**config.mk**
```make
export PLATFORM = sky130hd
export DESIGN_NAME = crs_queue
export DESIGN_NICKNAME = d
export VERILOG_FILES = /design/src/sv/crs_pkg.sv /design/src/sv/crs_queue.sv
export SDC_FILE = /design/constraint.sdc
export NUM_CORES = 1
export LEC_CHECK = 0
export BUFFER_PORTS_ARGS = -buffer_cell sky130_fd_sc_hd__buf_2
export CAP_MARGIN = 15
export CORE_MARGIN = 2
export CORE_UTILIZATION = 45
export DETAILED_ROUTE_END_ITERATION = 8
export PLACE_DENSITY = 0.73
export SLEW_MARGIN = 40
export SYNTH_ARGS = -nofsm -noshare
export SYNTH_HDL_FRONTEND = slang
export SYNTH_SLANG_ARGS = --single-unit
```
**constraint.sdc**
```tcl
create_clock -name clk -period 6.8 [get_ports clk]
set_clock_uncertainty 0.1 [all_clocks]
set_input_delay 0.68 -clock clk [delete_from_list [all_inputs] [get_ports clk]]
set_output_delay 0.68 -clock clk [all_outputs]
set_load 0.005 [all_outputs]
```
**src/sv/crs_pkg.sv**
```systemverilog
// Package: shared constants, codes and types for the complement rank/select block.
`default_nettype none

package crs_pkg;

    // Table and index geometry
    localparam int TABLE_DEPTH    = 1024;
    localparam int INDEX_WIDTH    = 62;
    localparam int ADDR_W         = $clog2(TABLE_DEPTH);
    localparam int CNT_W          = $clog2(TABLE_DEPTH + 1);
    localparam int SLOT_W         = 10;
    localparam int OP_W           = 2;

    // Configuration registers
    localparam int INDEX_BITS_W    = 6;
    localparam int MARKED_COUNT_W  = 11;
    localparam int CFG_DATA_W      = 11;
    localparam int CFG_INDEX_W     = 1;
    localparam logic [CFG_INDEX_W-1:0] REG_INDEX_BITS   = 1'b0;
    localparam logic [CFG_INDEX_W-1:0] REG_MARKED_COUNT = 1'b1;
    localparam logic [INDEX_BITS_W-1:0] INDEX_BITS_RESET = 6'd10;
    localparam logic [MARKED_COUNT_W-1:0] MARKED_COUNT_RESET = 11'd1;

    // Stream packing
    localparam int IN_FIELDS_W  = SLOT_W + 3 * INDEX_WIDTH;
    localparam int IN_TDATA_W   = ((IN_FIELDS_W + 7) / 8) * 8;
    localparam int OUT_FIELDS_W = INDEX_WIDTH + 1;
    localparam int OUT_TDATA_W  = ((OUT_FIELDS_W + 7) / 8) * 8;

    // Operation codes carried in the input tuser
    localparam logic [OP_W-1:0] OP_WRITE  = 2'd0;
    localparam logic [OP_W-1:0] OP_SELECT = 2'd1;
    localparam logic [OP_W-1:0] OP_MEMBER = 2'd2;
    localparam logic [OP_W-1:0] OP_NONE   = 2'd3;

    // Command queue
    localparam int QUEUE_DEPTH = 2;
    localparam int QPTR_W      = $clog2(QUEUE_DEPTH);
    localparam int QCNT_W      = $clog2(QUEUE_DEPTH + 1);

    // Work kinds decided by the front end
    typedef enum logic [2:0] {
        KIND_WRITE,
        KIND_SELECT,
        KIND_MEMBER,
        KIND_RANGE,
        KIND_EMPTY
    } kind_t;

    typedef struct packed {
        kind_t                  kind;
        logic [SLOT_W-1:0]      slot;
        logic [INDEX_WIDTH-1:0] operand;   // entry value, rank or query index
        logic [INDEX_WIDTH-1:0] top;       // largest index of the space
    } cmd_t;

endpackage

`default_nettype wire

```
**src/sv/crs_queue.sv**
```systemverilog
// Short command queue between the front end and the search engine.
`default_nettype none

module crs_queue import crs_pkg::*; (
    input  wire logic clk,
    input  wire logic rst_n,
    input  wire logic in_valid,
    output logic      in_ready,
    input  wire cmd_t in_cmd,
    output logic      out_valid,
    input  wire logic out_ready,
    output cmd_t      out_cmd
);

    cmd_t              entries [QUEUE_DEPTH];
    logic [QPTR_W-1:0] wr_ptr_reg;
    logic [QPTR_W-1:0] wr_ptr_next;
    logic [QPTR_W-1:0] rd_ptr_reg;
    logic [QPTR_W-1:0] rd_ptr_next;
    logic [QCNT_W-1:0] count_reg;
    logic [QCNT_W-1:0] count_next;
    logic              push;
    logic              pop;

    assign in_ready  = (count_reg != QCNT_W'(QUEUE_DEPTH));
    assign out_valid = (count_reg != '0);
    assign out_cmd   = entries[rd_ptr_reg];
    assign push      = in_valid && in_ready;
    assign pop       = out_valid && out_ready;

    always_comb
    begin
        wr_ptr_next = wr_ptr_reg;
        rd_ptr_next = rd_ptr_reg;
        count_next  = count_reg;
        if (push)
        begin
            wr_ptr_next = (wr_ptr_reg == QPTR_W'(QUEUE_DEPTH - 1)) ? '0
                        : wr_ptr_reg + QPTR_W'(1);
        end
        if (pop)
        begin
            rd_ptr_next = (rd_ptr_reg == QPTR_W'(QUEUE_DEPTH - 1)) ? '0
                        : rd_ptr_reg + QPTR_W'(1);
        end
        if (push && !pop)
            count_next = count_reg + QCNT_W'(1);
        else if (pop && !push)
            count_next = count_reg - QCNT_W'(1);
    end

    always_ff @(posedge clk or negedge rst_n)
    begin
        if (!rst_n)
        begin
            wr_ptr_reg <= '0;
            rd_ptr_reg <= '0;
            count_reg  <= '0;
        end
        else
        begin
            wr_ptr_reg <= wr_ptr_next;
            rd_ptr_reg <= rd_ptr_next;
            count_reg  <= count_next;
        end
    end

    always_ff @(posedge clk)
    begin
        if (push)
        begin
            entries[wr_ptr_reg] <= in_cmd;
        end
    end

endmodule

`default_nettype wire

```
; Word level (Yosys, flattened, before mapping)
; Memories as Yosys holds them, arrays and structs flattened.
; Index checks and enable logic that the tools add are counted.
[totals]
output_inout_bits = 139
mem_count = 1
romBits = 0
word_cells = 23
latch_bits = 0
ram_bits = 274
register_bits = 4
in_bits = 141
[op_classes]
bitwise_logic = 0
reduce_logical = 8
n_lt_le_gt_ge = 0
eq_ne = 1
n_mul = 0
div_mod_pow = 0
n_mux = 6
add_sub_neg = 4
shift = 0
[memory_table]
columns = memory, words, word_bits, rd, rd_clocked_by_memory_dff, write_ports, line
row1 = entries, 2, 137, 1, 0, 1, crs_queue.sv:15  ; cmd_t entries [QUEUE_DEPTH];
[op_table]
columns = op, n
row1 = 1-bit logical AND, 4
row2 = 1-bit two-way mux, 4
row3 = 2-bit two-way mux, 2
row4 = 2-bit nonzero test, 2
row5 = "1-bit adder, second input constant", 2
row6 = "2-bit by 1-bit adder with 2-bit output, second input constant", 1
row7 = 1-bit logical NOT, 2
row8 = "2-bit inequality test, second input constant", 1
row9 = "2-bit by 1-bit subtractor with 2-bit output, second input constant", 1

; Logic depth before layout (Yosys ltp)
[logic_depth]
depth_word = 6
mapped_depth = 7
mapped_depth_nobuf = 7

; Worst setup path before layout
; Ideal clock, no wire load.
[synth_timing]
path_type = input-to-reg
start = input port in_valid
end = memory entries[0][0] in the netlist's numbering (enable)
setup_slack_ps = -394
path_stages = 2
n_path_buf = 0
setup_time_ps = 635
arrival_ps = 6459
required_ps = 6065
path_cell_list = nand2_1 nor2_1
[synth_via]
elab_chain_len = 3
[synth_lines]
columns = item, line
row1 = start: declaration, crs_queue.sv:7  ; input wire logic in_valid,
row2 = 1-bit logical AND, crs_queue.sv:28  ; assign push = in_valid && in_ready;
row3 = 1-bit two-way mux, crs_queue.sv:70  ; if (push)
row4 = 1-bit two-way mux (implied by the code), crs_queue.sv:72  ; entries[wr_ptr_reg] <= in_cmd;
row5 = end: declaration, crs_queue.sv:15
; No other way between the ends.

==> results.py <==
metrics = {
    "synth": {
        "synthesis.instances": 444,
        "synth_seq_area_share": 0.822,
        "yosysUniqueCellTypes": 14,
        "synth.cell_area_sq_um": 10100,
        "number_of_storage_elements_in_the_synthesis_netlist": 278,
        "yosysWarningCount": 0,
        "mappedNetlistNets": 586,
        "postSynthAreaPerCell_sq_um": 22.8,
    },
    "setup_path": {
        "cp-startpoint": "rd_ptr_reg$_DFFE_PN0P_",
        "critical_path_required_ns": 6.02,
        "reg2reg_setup_slack_ns": 4.26,
        "reg2reg_depth": 4,
        "crit_arrival_ns": 2.40,
        "endpoint_of_the_most_critical_register_to_register_path": "entries[1][123]$_DFFE_PP_",
        "cp_max_fo": 69,
        "critical_path_class": "register to output pin",
        "start_kind": "register",
        "end_kind": "output pin",
        "timing.critical_path.to": "out_cmd[104]",
        "reg2reg_from": "count_reg[0]$_DFFE_PN0P_",
    },
    "floorplanning": {
        "pin_count": 280,
        "floorplan.rows": 54,
        "start_util": 0.461,
        "core_region_area_sq_um": 22000,
        "die_width_microns": 154,
        "floorplan.die.height_microns": 154,
        "die_area_sq_um": 23700,
    },
    "pwr": {
        "internal_power_w": 0.00398,
        "power_frac_clock": 0.280,
        "power.density_nw_per_um2": 422,
        "p_leak_nw": 4.77,
        "sequentialPowerShare": 0.458,
        "worst_ir_drop_vdd_mv": 0.265,
        "switching_pwr_w": 0.00141,
        "logic_gate_share_of_total_power": 0.262,
        "power.share.switching": 0.261,
    },
    "run_status": {
        "run_status": "finished, final reports clean",
    },
    "timing": {
        "final.min_clock_period_ns": 3.18,
        "setup_total_negative_slack_ns": 0,
        "fin_hold_ws_ns": 0.241,
        "layout_worst_path_cycle_share": 0.468,
        "max-slew-margin-rel": 0.480,
        "pins_over_their_slew_limit": 0,
        "clock.fmax_ghz": 0.314,
        "rsz0062_at_grt": "no",
        "setup_slack_ns": 3.62,
        "finalHoldViolations": 0,
        "setup_viol": 0,
        "worstMarginPinSlew_ns": 0.780,
    },
    "clock_network": {
        "cts-root-buf": "sky130_fd_sc_hd__clkbuf_16",
        "cts.sinks": 278,
        "cts-htree-levels": 1,
        "worstSkewPairLatency_ns": 0.52,
        "clockBufferDepth": 3,
        "postCtsSetupBuffers": 0,
        "tritoncts_clock_tree": "built",
        "cts-resized-gates": 0,
        "numCtsBuffers": 28,
        "clk_pin_slew_worst_paths_ns": 0.06,
    },
    "route": {
        "detail_routed_via_count_per_cell": 4.96,
        "drtIter0Drc": 267,
        "route.detailed.drc": 0,
        "first_pass_iters": 5,
        "route.final.wire_length_mm": 19.3,
        "detail-route-antenna-nets": 0,
        "detailroute.via_count": 5188,
        "route.detailed.wl_per_inst_microns": 18.4,
    },
    "final_layout": {
        "mostFrequentLayoutCells": "279 x sky130_fd_sc_hd__buf_2, 274 x sky130_fd_sc_hd__edfxtp_1, 137 x sky130_fd_sc_hd__mux2_2, 29 x sky130_fd_sc_hd__clkbuf_16, 7 x sky130_fd_sc_hd__clkbuf_1",
        "layout_commonest_cell": "sky130_fd_sc_hd__buf_2",
        "area_growth_syn_to_layout_pct": 25.9,
        "layout-drive-gt1-share": 0.605,
        "largest_register_ff_count": 274,
        "layout_net_count": 888,
    },
    "placement": {
        "gp_routability_congestion": 0.751,
        "port_buffers": 279,
        "place.detailed.hpwl_mm": 12.8,
        "worst_setup_slack_before_clock_tree_synthesis_ns": 3.94,
    },
    "global_routing": {
        "antenna_found_initial": 4,
        "grt_max_degree": 79,
        "global_route.overflow_total": 0,
        "via_count_of_the_first_global_routing_pass": 5663,
        "grt_first_pass_wirelength_mm": 28.8,
        "track_usage": 0.154,
    },
    "worst_hold_path": {
        "hp-class": "input port to register",
        "whs_path_depth": 1,
    },
    "flow_run": {
        "max_cap_viol_count": 0,
    },
}
per-layer routing:
| metal | up-vias | track usage | routed length (microns) |
|---|---|---|---|
| li1 | 2372 | - | - |
| met1 | 2574 | 0.166 | 7190 |
| met2 | 193 | 0.289 | 10000 |
| met3 | 45 | 0.0471 | 1500 |
| met4 | 4 | 0.0485 | 506 |
| met5 | - | 0 | 27 |
Yosys cell counts:
library cell | number | share of area
sky130_fd_sc_hd__and3_1 | 1 | 0.00062
sky130_fd_sc_hd__buf_2 | 1 | 0.00049
sky130_fd_sc_hd__buf_6 | 14 | 0.016
sky130_fd_sc_hd__dfrtp_1 | 4 | 0.0099
sky130_fd_sc_hd__edfxtp_1 | 274 | 0.81
sky130_fd_sc_hd__ha_1 | 1 | 0.0012
sky130_fd_sc_hd__inv_1 | 1 | 0.00037
sky130_fd_sc_hd__mux2_2 | 137 | 0.15
sky130_fd_sc_hd__nand2_1 | 2 | 0.00074
sky130_fd_sc_hd__nand2b_1 | 1 | 0.00062
sky130_fd_sc_hd__nor2_1 | 2 | 0.00074
sky130_fd_sc_hd__or2_2 | 1 | 0.00062
sky130_fd_sc_hd__xnor2_1 | 3 | 0.0026
sky130_fd_sc_hd__xor2_1 | 2 | 0.0017
worst min-delay path by stage:
| stage | endpoint | slack (ns) | startpoint |
|---|---|---|---|
| floorplan | count_reg[0]$_DFFE_PN0P_ | 0.28 | rst_n |
| global route | entries[0][10]$_DFFE_PP_ | 0.22 | in_cmd[10] |
| finish | entries[0][112]$_DFFE_PP_ | 0.24 | in_cmd[112] |
| detailed placement | wr_ptr_reg$_DFFE_PN0P_ | 0.39 | rst_n |
| global placement | count_reg[1]$_DFFE_PN0P_ | 0.37 | count_reg[1]$_DFFE_PN0P_ |
| CTS | entries[0][112]$_DFFE_PP_ | 0.22 | in_cmd[112] |
cells by family after synthesis:
logic type	Yosys count	synth area share
buffers and inverters	16	0.0164
AND/OR/NAND/NOR	7	0.00334
adder cells (fa/ha/maj)	1	0.00124
XOR/XNOR	5	0.00432
flip-flops	278	0.822
multiplexers	137	0.152
worst max-delay path: stages (launching register included):
cell,delay [ns]
sky130_fd_sc_hd__dfrtp_4,0.69
sky130_fd_sc_hd__buf_6,0.55
sky130_fd_sc_hd__mux2_2,0.43
sky130_fd_sc_hd__buf_2,0.13
final cells by class:
class                      instances  area [sq um]
clock buffer                      36           752
clock inverter                    13           160
tap                              280           350
sequential                       278          8330
antenna                            1          2.50
timing repair buffer             287          1510
fill                            1630          9210
inverter                           1          3.75
multi-input combinational        150          1650
what timing repair did:
action | CTS | global route
hold buffers | 1 | 0
endpoints found under the hold margin | 4 | 0
setup endpoints to repair | 0 | 0
stage by stage:
stage	instances	power, W	utilization	cell area [sq um]
global placement	992	0.00385	0.535	11800
finish	1046	0.00539	0.581	12800
floorplan	444	0.00340	-	10100
CTS	1044	0.00545	0.580	12700
detailed placement	994	0.00393	0.538	11800
global route	1046	0.00564	0.581	12800
power groups by stage:
stage / Sequential, W / Combinational (W) / Clock [W]
after floorplan: 0.00249 / 0.000914 / 0
after global placement: 0.00253 / 0.00132 / 0
after detailed placement: 0.00251 / 0.00142 / 0
after CTS: 0.00247 / 0.00143 / 0.00155
after global routing: 0.00250 / 0.00152 / 0.00161
final: 0.00247 / 0.00141 / 0.00151
No activity file was read; power rests on OpenSTA's default activity.
