===== src/sv/crs_pkg.sv =====
// Package: shared constants, codes and types for the complement rank/select block.
`default_nettype none

package crs_pkg;

    // Table and index geometry
    localparam int TABLE_DEPTH    = 1024;
    localparam int INDEX_WIDTH    = 62;
    localparam int ADDR_W         = $clog2(TABLE_DEPTH);
    localparam int CNT_W          = $clog2(TABLE_DEPTH + 1);
    localparam int SLOT_W         = 10;
    localparam int OP_W           = 2;

    // Configuration registers
    localparam int INDEX_BITS_W    = 6;
    localparam int MARKED_COUNT_W  = 11;
    localparam int CFG_DATA_W      = 11;
    localparam int CFG_INDEX_W     = 1;
    localparam logic [CFG_INDEX_W-1:0] REG_INDEX_BITS   = 1'b0;
    localparam logic [CFG_INDEX_W-1:0] REG_MARKED_COUNT = 1'b1;
    localparam logic [INDEX_BITS_W-1:0] INDEX_BITS_RESET = 6'd10;
    localparam logic [MARKED_COUNT_W-1:0] MARKED_COUNT_RESET = 11'd1;

    // Stream packing
    localparam int IN_FIELDS_W  = SLOT_W + 3 * INDEX_WIDTH;
    localparam int IN_TDATA_W   = ((IN_FIELDS_W + 7) / 8) * 8;
    localparam int OUT_FIELDS_W = INDEX_WIDTH + 1;
    localparam int OUT_TDATA_W  = ((OUT_FIELDS_W + 7) / 8) * 8;

    // Operation codes carried in the input tuser
    localparam logic [OP_W-1:0] OP_WRITE  = 2'd0;
    localparam logic [OP_W-1:0] OP_SELECT = 2'd1;
    localparam logic [OP_W-1:0] OP_MEMBER = 2'd2;
    localparam logic [OP_W-1:0] OP_NONE   = 2'd3;

    // Command queue
    localparam int QUEUE_DEPTH = 2;
    localparam int QPTR_W      = $clog2(QUEUE_DEPTH);
    localparam int QCNT_W      = $clog2(QUEUE_DEPTH + 1);

    // Work kinds decided by the front end
    typedef enum logic [2:0] {
        KIND_WRITE,
        KIND_SELECT,
        KIND_MEMBER,
        KIND_RANGE,
        KIND_EMPTY
    } kind_t;

    typedef struct packed {
        kind_t                  kind;
        logic [SLOT_W-1:0]      slot;
        logic [INDEX_WIDTH-1:0] operand;   // entry value, rank or query index
        logic [INDEX_WIDTH-1:0] top;       // largest index of the space
    } cmd_t;

endpackage

`default_nettype wire


===== src/sv/crs_front.sv =====
// Front end: configuration registers and classification of incoming items.
`default_nettype none

module crs_front import crs_pkg::*; (
    input  wire logic                      clk,
    input  wire logic                      rst_n,
    input  wire logic                      cfg_we,
    input  wire logic [CFG_INDEX_W-1:0]    cfg_index,
    input  wire logic [CFG_DATA_W-1:0]     cfg_wdata,
    input  wire logic [OP_W-1:0]           operation,
    input  wire logic [SLOT_W-1:0]         slot,
    input  wire logic [INDEX_WIDTH-1:0]    entry_value,
    input  wire logic [INDEX_WIDTH-1:0]    rank,
    input  wire logic [INDEX_WIDTH-1:0]    query_index,
    output cmd_t                           cmd,
    output logic      [CNT_W-1:0]          eff_count
);

    logic [INDEX_BITS_W-1:0]   index_bits_reg;
    logic [INDEX_BITS_W-1:0]   index_bits_next;
    logic [MARKED_COUNT_W-1:0] marked_count_reg;
    logic [MARKED_COUNT_W-1:0] marked_count_next;

    logic [INDEX_BITS_W-1:0]   eff_bits;
    logic [INDEX_WIDTH:0]      space;
    logic [INDEX_WIDTH:0]      count_ext;
    logic [INDEX_WIDTH:0]      space_minus;
    logic                      range_err;

    always_comb
    begin
        index_bits_next   = index_bits_reg;
        marked_count_next = marked_count_reg;
        if (cfg_we)
        begin
            unique case (cfg_index)
                REG_INDEX_BITS:   index_bits_next   = cfg_wdata[INDEX_BITS_W-1:0];
                REG_MARKED_COUNT: marked_count_next = cfg_wdata[MARKED_COUNT_W-1:0];
            endcase
        end
    end

    always_ff @(posedge clk or negedge rst_n)
    begin
        if (!rst_n)
        begin
            index_bits_reg   <= INDEX_BITS_RESET;
            marked_count_reg <= MARKED_COUNT_RESET;
        end
        else
        begin
            index_bits_reg   <= index_bits_next;
            marked_count_reg <= marked_count_next;
        end
    end

    // Saturate the space size and the entry count into their legal ranges
    always_comb
    begin
        priority if (index_bits_reg == '0)
            eff_bits = INDEX_BITS_W'(1);
        else if (index_bits_reg > INDEX_BITS_W'(INDEX_WIDTH))
            eff_bits = INDEX_BITS_W'(INDEX_WIDTH);
        else
            eff_bits = index_bits_reg;

        if (marked_count_reg > MARKED_COUNT_W'(TABLE_DEPTH))
            eff_count = CNT_W'(TABLE_DEPTH);
        else
            eff_count = CNT_W'(marked_count_reg);
    end

    assign space       = (INDEX_WIDTH + 1)'(1) << eff_bits;
    assign count_ext   = (INDEX_WIDTH + 1)'(eff_count);
    assign space_minus = space - count_ext;
    assign range_err   = (count_ext >= space) || ({1'b0, rank} >= space_minus);

    always_comb
    begin
        cmd.slot = slot;
        cmd.top  = INDEX_WIDTH'(space - (INDEX_WIDTH + 1)'(1));
        unique case (operation)
            OP_WRITE:
            begin
                cmd.kind    = KIND_WRITE;
                cmd.operand = entry_value;
            end
            OP_SELECT:
            begin
                cmd.kind    = range_err ? KIND_RANGE : KIND_SELECT;
                cmd.operand = rank;
            end
            OP_MEMBER:
            begin
                cmd.kind    = KIND_MEMBER;
                cmd.operand = query_index;
            end
            OP_NONE:
            begin
                cmd.kind    = KIND_EMPTY;
                cmd.operand = '0;
            end
        endcase
    end

endmodule

`default_nettype wire


===== config.mk =====
export PLATFORM = sky130hd
export DESIGN_NAME = crs_front
export DESIGN_NICKNAME = d
export VERILOG_FILES = /design/src/sv/crs_pkg.sv /design/src/sv/crs_front.sv
export SDC_FILE = /design/constraint.sdc
export NUM_CORES = 1
export LEC_CHECK = 0
export BUFFER_PORTS_ARGS = -buffer_cell sky130_fd_sc_hd__buf_2
export CAP_MARGIN = 20
export CORE_ASPECT_RATIO = 0.8
export CORE_MARGIN = 2
export CORE_UTILIZATION = 30
export CTS_CLUSTER_SIZE = 8
export DETAILED_ROUTE_END_ITERATION = 10
export GPL_ROUTABILITY_DRIVEN = 0
export HOLD_SLACK_MARGIN = 0.12
export PLACE_DENSITY = 0.61
export SETUP_SLACK_MARGIN = 0.1
export SYNTH_ARGS = -nofsm -noshare
export SYNTH_HDL_FRONTEND = slang
export SYNTH_SLANG_ARGS = --single-unit

===== constraint.sdc =====
create_clock -name clk -period 16.4 [get_ports clk]
set_input_delay 2.46 -clock clk [delete_from_list [all_inputs] [get_ports clk]]
set_output_delay 2.46 -clock clk [all_outputs]
set_load 0.01 [all_outputs]

Yosys cells after proc, flatten, opt, wreduce, memory -nomap -nowiden
Index checks and enable logic that the tools add are counted.
{ "op_classes": {"addsub": 2, "magnitude_cmp": 4, "n_reduce_logical": 5, "eq_ne": 3, "shifts": 1, "n_bitwise": 1, "mux": 6} }
{ "op_table": {"columns": ["cell", "count"], "rows": [
  ["case mux 62 bit (4 select lines)", 1],
  [">= comparator 11 x 63 -> 1 bit", 1],
  [">= comparator 62 x 63 -> 1 bit", 1],
  ["<< shifter 1 x 6 -> 63 bit (first input constant)", 1],
  ["subtractor 63 x 11 -> 63 bit", 1],
  ["subtractor 62 x 1 -> 62 bit (second input constant)", 1],
  ["2-to-1 mux 6 bit", 2],
  ["case mux 3 bit (4 select lines)", 1],
  ["greater-than comparator 11 bit (second input constant)", 1],
  ["2-to-1 mux 11 bit", 1],
  ["greater-than comparator 6 bit (second input constant)", 1],
  ["logical NOT 6 bit", 1],
  ["== test 2 bit (second input constant)", 2],
  ["AND reduction 2 bit", 2],
  ["== test 2 x 1 -> 1 bit (second input constant)", 1],
  ["logical NOT 2 bit", 1],
  ["2-to-1 mux 2 bit", 1],
  ["logical OR 1 bit", 1],
  ["inverter 1 bit", 1]
]} }
{ "totals": {"in_bits": 213, "regBits": 17, "output_inout_bits": 148, "elab_cells": 24} }

Depth between registers and ports, before layout
Gate-level depths: netlist of the first run.
{ "logic_depth": {"ltp_word": 9, "mapped_depth": 28, "ltp_nobuf": 26} }

Worst setup path before layout of the first run
OpenSTA, ideal clock, no wires.
{ "synth_path": {"path_type": "register to output", "startpoint": "register index_bits_reg[5]", "endpoint": "output cmd[135] (netlist bit)", "path_slack_ns": 8.659, "stages_incl_launch_ff": 27, "n_path_buf": 2, "arrival_ns": 5.281, "required_time_ns": 13.940, "path_cell_list": "dfrtp_1 > clkbuf_1 > nor2_2 > inv_1 > nor2_1 > inv_1 > clkbuf_1 > nor2_1 > ha_1 > a21o_1 > a221o_1 > a221o_1 > a21oi_4 > nand2_2 > or3_1 > o21ai_0 > a32oi_1 > ha_1 > a21oi_1 > o21ai_0 > a2111oi_0 > o21ai_0 > a21oi_1 > nand3_1 > a211oi_1 > o21ai_0 > a31o_2"} }
{ "synth_lines": {"columns": ["item", "line_no", "text"], "rows": [
  ["start, declared", "crs_front.sv:19", "logic [INDEX_BITS_W-1:0] index_bits_reg;"],
  ["start signal, assigned", "crs_front.sv:52", "index_bits_reg <= index_bits_next;"],
  ["end, declared", "crs_front.sv:15", "output cmd_t cmd,"]
]} }

==> results of run 1 <==
## synthesized netlist by cell type (5+ instances only)
cell type                  count  area (sq um)
sky130_fd_sc_hd__nand2_1     154         578.1
sky130_fd_sc_hd__o21ai_0     118         590.6
sky130_fd_sc_hd__nor2_1       87         326.6
sky130_fd_sc_hd__ha_1         74         925.9
sky130_fd_sc_hd__a21oi_1      73         365.4
sky130_fd_sc_hd__mux2i_1      64         640.6
sky130_fd_sc_hd__clkbuf_1     52         195.2
sky130_fd_sc_hd__inv_1        30         112.6
sky130_fd_sc_hd__a21o_1       21         157.7
sky130_fd_sc_hd__xnor2_1      21         183.9
sky130_fd_sc_hd__mux2_2       20         225.2
sky130_fd_sc_hd__nand4_1      19         118.9
sky130_fd_sc_hd__nor3_1       18         90.09
sky130_fd_sc_hd__nand3_1      16         80.08
sky130_fd_sc_hd__a31oi_1      15         93.84
sky130_fd_sc_hd__o22ai_1      15         93.84
sky130_fd_sc_hd__dfrtp_1      14         350.3
sky130_fd_sc_hd__buf_1        13         48.80
sky130_fd_sc_hd__buf_4        11         82.58
sky130_fd_sc_hd__nor2b_1       9         56.30
sky130_fd_sc_hd__nand2b_1      8         50.05
sky130_fd_sc_hd__a211oi_1      7         52.55
sky130_fd_sc_hd__xor2_1        7         61.31
sky130_fd_sc_hd__buf_2         6         30.03
sky130_fd_sc_hd__and2_1        5         31.28
## worst paths after layout
kind                       depth (start not counted)             endpoint           startpoint  slack [ns]
min reg2reg                                        1  marked_count_reg[6]  marked_count_reg[6]        0.51
max in group asynchronous                          1    index_bits_reg[1]                rst_n       13.94
min in group asynchronous                          1    index_bits_reg[0]                rst_n        2.13
max reg2reg                                        3    index_bits_reg[4]    index_bits_reg[4]       14.54
min                                                1  marked_count_reg[6]  marked_count_reg[6]        0.51
max                                               27             cmd[135]    index_bits_reg[5]        6.58
## final cells by class
cell class / instances / area, sq um / area share [%]
multi-input cells: 837 / 5426 / 66.40
repair buffers: 349 / 1774 / 21.71
flip-flops and latches: 17 / 429.2 / 5.251
well taps: 269 / 336.6 / 4.118
inverters: 33 / 123.9 / 1.516
clock buffers: 3 / 75.07 / 0.9186
clock inverters: 1 / 7.507 / 0.09186
## power breakdown
part / internal [mW] / switching, mW
Combinational: 0.197 / 0.315
Sequential: 0.0489 / 0.00683
Clock: 0.0329 / 0.0168
Total: 0.279 / 0.338
## kinds of logic (layout without fill, tap and decap cells)
group	count (synthesis)	count (layout)	synth area share, %
AOI/OAI and AO/OA	306	306	29.04
xor gates and xnor gates	28	28	3.880
adders and majority gates	75	75	14.96
buffers and inverters	115	386	7.601
DFF	17	17	6.790
muxes	84	84	13.70
other	1	3	0.05933
and+or+nand+nor	341	341	23.97
## per-layer routing
metal / vias to the layer above / track usage (%) / wire, um
met2: 489 / 42.42 / 13550
met3: 53 / 3.806 / 2740
li1: 4025 / - / -
met4: 0 / 3.688 / 601
met1: 3903 / 35.62 / 13050
met5: - / 0 / 0
## worst register-to-register path, cell delays in order, from the launching register on
cell                       delay (ns)
sky130_fd_sc_hd__dfrtp_1         0.33
sky130_fd_sc_hd__buf_4           0.40
sky130_fd_sc_hd__clkinv_1        0.68
sky130_fd_sc_hd__o21ai_0         0.36
==> reports/summary.md, run 1 <==
* number of gates given a new drive strength after cts: 0
* cell area after placement: 8090 sq um
* crit path time final: 9.817 ns
* Slowest Stage Delay on Critical Path: 0.61 ns
* final instance area: 8173 sq um
* most common library cell in the layout ignoring fill and taps: sky130_fd_sc_hd__buf_2
* number of global-route vias before repair: 7988
* arrival time at the worst endpoint: 7.36 ns
* syn_area_per_cell: 6.537 sq um
* final-stage net count: 1529
* placeable core region: 20700 sq um
* critical path required time: 13.94 ns
* number of detailed-route iterations in the first pass: 8
* standard cell with the maximum stage delay on the critical path: sky130_fd_sc_hd__dfrtp_1
* class of the most critical setup path: reg2out
* most instantiated flip-flop cell in the synthesis netlist: sky130_fd_sc_hd__dfrtp_1
* total global routing track utilization: 25.43%
* estimated wirelength of the detail-placed design: 24590 um
* part of the Yosys area used for sequential elements: 6.789%
* final routed wire length divided by cell count: 19.84 um
* cts-stage hold buffer count: 0
* relative area change from synthesis to final layout: 29.30%
* worst-path maximum fanout: 48
* number of standard cells in the layout, taps in and fillers out: 1509
* initial standard-cell utilization of the core: 30.54%
* wire length of the first global-routing pass: 45660 um
* Site Rows: 47
* leftover overflow at the end of global routing: 0
* diode insertion count for antenna repair: 0
* cell chosen for the clock root: sky130_fd_sc_hd__clkbuf_16
* Buffers on Ports: 339
* setup repair after global routing missed its margin: false
* kind of start point of the critical path: flip-flop
* worst setup slack after placement: 7.149 ns
* setup tns final: 0 ns
* Final Hold Slack: 0.5063 ns
* min setup slack post-route: 6.583 ns
* P_leak: 4.236 nW
* DRC Markers: 0
* Antenna Nets Post-Route: 0
* cell type group with the largest total delay on the critical path: simple AND/OR/NAND/NOR gates
* total I/O pin count: 361
* worst vdd ir: 51.42 uV
* final-report max-slew violation count: 0
* share of post-route cells with drive strength above 1: 31.53%
* number of cells in the design after placement: 1505
* largest net degree at the start of global routing: 66
* Worst path most repeated cell: sky130_fd_sc_hd__nand2_1
* buffer depth of the longest clock path: 2
* Max Freq: 101.9 MHz
* number of fillers in the final layout: 2290
* Vert. Die Dim: 133.8 um
* run status: finished, final reports clean
* overall via count from detail_route: 8470
* number of flops mapped to enable cells by yosys: 0
* per-cell via count in the routed design: 5.613
* sum of routed wire length over all layers: 29950 um
* # H-tree levels: 1
* Syn Inst Count: 967
* Num Clock Sinks: 17
* Final Core Density: 39.48%
* CP Capture Type: output pin
* number of clock buffers inserted by TritonCTS: 3
* Yosys reg bits: 17
* Cell Area, Synth: 6321 sq um
* PD cells: 75.55 nW/um^2
* CTS tree: yes
* clock latency on the worst-skew pair: 0.25 ns
* DRT iter0 DRCs: 863
* clk slew on worst S/H paths: 0.06 ns
* antenna violations before repair: 0
* Setup violations, final: 0
* top library cells by usage in the layout, fill and taps aside: sky130_fd_sc_hd__buf_2 (338), sky130_fd_sc_hd__nand2_1 (154), sky130_fd_sc_hd__o21ai_0 (118), sky130_fd_sc_hd__nor2_1 (87), sky130_fd_sc_hd__ha_1 (74)
* yosys synthesis warning count: 0
* synth unique cells: 65
* slew at the pin closest to its max-slew limit: 1.114 ns
* total design power: 0.6174 mW
* async set-or-reset flop fraction in the synthesized netlist: 100.0%
* sum of buffers and inverters on the critical path: 4
* Hold Fails Final Rpt: 0
* Hold/Removal Path Class: reg2reg
* worst setup skew after layout: 0 ns
* max FFs per register: 11
* final critical-path share of the clock period: 59.86%
* area of the die: 22250 sq um
* Max-Slew Margin vs Limit: 25.55%
* number of buffers added for setup after CTS: 0
* count of maximum capacitance violations: 0
* die boundary width: 166.3 um
Power figures use the tool's default switching activity.
==> run 2: changes to the inputs <==
--- a/config.mk
+++ b/config.mk
@@ -14,7 +14,7 @@
 export DETAILED_ROUTE_END_ITERATION = 10
 export GPL_ROUTABILITY_DRIVEN = 0
 export HOLD_SLACK_MARGIN = 0.12
-export PLACE_DENSITY = 0.61
+export PLACE_DENSITY = 0.63
 export SETUP_SLACK_MARGIN = 0.1
 export SYNTH_ARGS = -nofsm -noshare
 export SYNTH_HDL_FRONTEND = slang
==> constraint.sdc (replaced) <==
create_clock -name clk -period 7.9 [get_ports clk]
set_input_delay 1.185 -clock clk [delete_from_list [all_inputs] [get_ports clk]]
set_output_delay 1.185 -clock clk [all_outputs]
set_load 0.01 [all_outputs]
==> run 2 against run 1 <==
Wire length grew 2.0%; via count grew 0.39%; critical path type unchanged; setup slack lost 6.1 ns.
==> reports/summary.md, run 2 (same netlist as run 1, synthesis figures left out) <==
* run status: finished, final reports clean
* buffer depth of the longest clock path: 2
* cts-stage hold buffer count: 0
* total global routing track utilization: 25.76%
* critical path required time: 6.71 ns
* kind of start point of the critical path: flip-flop
* total design power: 1.302 mW
* Max-Slew Margin vs Limit: 28.87%
* setup repair after global routing missed its margin: false
* arrival time at the worst endpoint: 6.27 ns
* class of the most critical setup path: reg2out
* number of clock buffers inserted by TritonCTS: 3
* wire length of the first global-routing pass: 45420 um
* Antenna Nets Post-Route: 0
* Hold Fails Final Rpt: 0
* clk slew on worst S/H paths: 0.05 ns
* cell area after placement: 8180 sq um
* worst setup slack after placement: 0.5401 ns
* sum of buffers and inverters on the critical path: 1
* CP Capture Type: output pin
* final-report max-slew violation count: 0
* worst vdd ir: 110.8 uV
* largest net degree at the start of global routing: 66
* share of post-route cells with drive strength above 1: 32.51%
* number of fillers in the final layout: 2250
* die boundary width: 166.3 um
* # H-tree levels: 1
* Max Freq: 134.2 MHz
* slew at the pin closest to its max-slew limit: 1.067 ns
* antenna violations before repair: 0
* Hold/Removal Path Class: reg2reg
* Slowest Stage Delay on Critical Path: 0.79 ns
* estimated wirelength of the detail-placed design: 25210 um
* CTS tree: yes
* final critical-path share of the clock period: 94.34%
* max FFs per register: 11
* Vert. Die Dim: 133.8 um
* min setup slack post-route: 0.4471 ns
* setup tns final: 0 ns
* Setup violations, final: 0
* worst-path maximum fanout: 15
* standard cell with the maximum stage delay on the critical path: sky130_fd_sc_hd__dfstp_2
* final-stage net count: 1541
* DRT iter0 DRCs: 699
* leftover overflow at the end of global routing: 0
* clock latency on the worst-skew pair: 0.25 ns
* final routed wire length divided by cell count: 20.07 um
* placeable core region: 20700 sq um
* Num Clock Sinks: 17
* relative area change from synthesis to final layout: 31.06%
* area of the die: 22250 sq um
* top library cells by usage in the layout, fill and taps aside: sky130_fd_sc_hd__buf_2 (338), sky130_fd_sc_hd__nand2_1 (153), sky130_fd_sc_hd__o21ai_0 (118), sky130_fd_sc_hd__nor2_1 (86), sky130_fd_sc_hd__ha_1 (74)
* Buffers on Ports: 339
* number of global-route vias before repair: 7796
* worst setup skew after layout: 0 ns
* P_leak: 4.299 nW
* sum of routed wire length over all layers: 30540 um
* cell type group with the largest total delay on the critical path: compound AO/OA/AOI/OAI gates
* Site Rows: 47
* DRC Markers: 0
* number of detailed-route iterations in the first pass: 9
* most common library cell in the layout ignoring fill and taps: sky130_fd_sc_hd__buf_2
* crit path time final: 7.453 ns
* overall via count from detail_route: 8503
* per-cell via count in the routed design: 5.587
* cell chosen for the clock root: sky130_fd_sc_hd__clkbuf_16
* initial standard-cell utilization of the core: 30.54%
* PD cells: 157.2 nW/um^2
* ordered cell list for the critical path: nand2_1, o21ai_0, nor2_1, ha_1, and3_1, a221o_1, a221o_1, a21oi_4, nand2_4, nor2_4, nand2_1, mux2i_1, a21oi_1, ha_1, nand2_1, nor3_1, o211ai_1, a21oi_1, o21ai_0, nand3_1, a211oi_1, o21ai_0, a31o_2, buf_2
* total I/O pin count: 361
* count of maximum capacitance violations: 0
* final instance area: 8284 sq um
==> run 2: worst register-to-register path: cells and delay by family, from the launching register on <==
| kind | cells | cell delay [ns] |
|---|---|---|
| AOI/OAI and AO/OA | 1 | 0.30 |
| buffers and inverters | 2 | 0.77 |
| DFF | 1 | 0.79 |
==> run 2: timing repair <==
action                                  4_1_cts  5_1_grt
setup buffers                                 0        0
resized for setup                             0        5
endpoints found under the setup margin        0        1
==> run 2: per-layer routing <==
layer,track usage (%),vias up,routed length [um]
li1,-,4050,-
met1,36.30,3880,13170
met2,40.06,512,13320
met3,5.577,61,3271
met4,6.418,0,779
met5,0,-,0
==> run 2: area by class of cell <==
cell class / instances / area, sq um / area share (%)
multi-input combinational: 837 / 5448 / 65.76
timing repair buffer: 361 / 1864 / 22.50
sequential: 17 / 429.2 / 5.180
tap: 269 / 336.6 / 4.063
inverter: 33 / 123.9 / 1.495
clock buffer: 3 / 75.07 / 0.9062
clock inverter: 1 / 5.005 / 0.06041
antenna: 1 / 2.502 / 0.03021
==> run 2: path summary, 6_finish.rpt <==
check	cells past startpoint	endpoint	from	slack (ns)
max	24	cmd[135]	index_bits_reg[3]	0.45
min	1	marked_count_reg[3]	marked_count_reg[3]	0.51
max reg2reg	3	index_bits_reg[3]	index_bits_reg[3]	5.95
min reg2reg	1	marked_count_reg[3]	marked_count_reg[3]	0.51
max in group asynchronous	1	index_bits_reg[1]	rst_n	6.72
min in group asynchronous	1	marked_count_reg[10]	rst_n	0.86
==> run 2: per-stage QoR <==
stage,cells,hold WS [ns],utilization [%]
after CTS,1521,0.5070,39.91
after detailed placement,1517,0.4933,39.52
final,1522,0.5080,40.02
after global placement,1517,0.4884,39.52
after global routing,1521,0.5210,40.01
after floorplan,969,0.4793,-
==> run 2: where the power goes <==
part,leakage [nW],internal [mW],switching (mW),total [mW]
clock,0.0409,0.0678,0.0344,0.102
combinational,4.06,0.423,0.657,1.08
sequential,0.197,0.102,0.0187,0.120
total,4.30,0.593,0.710,1.30
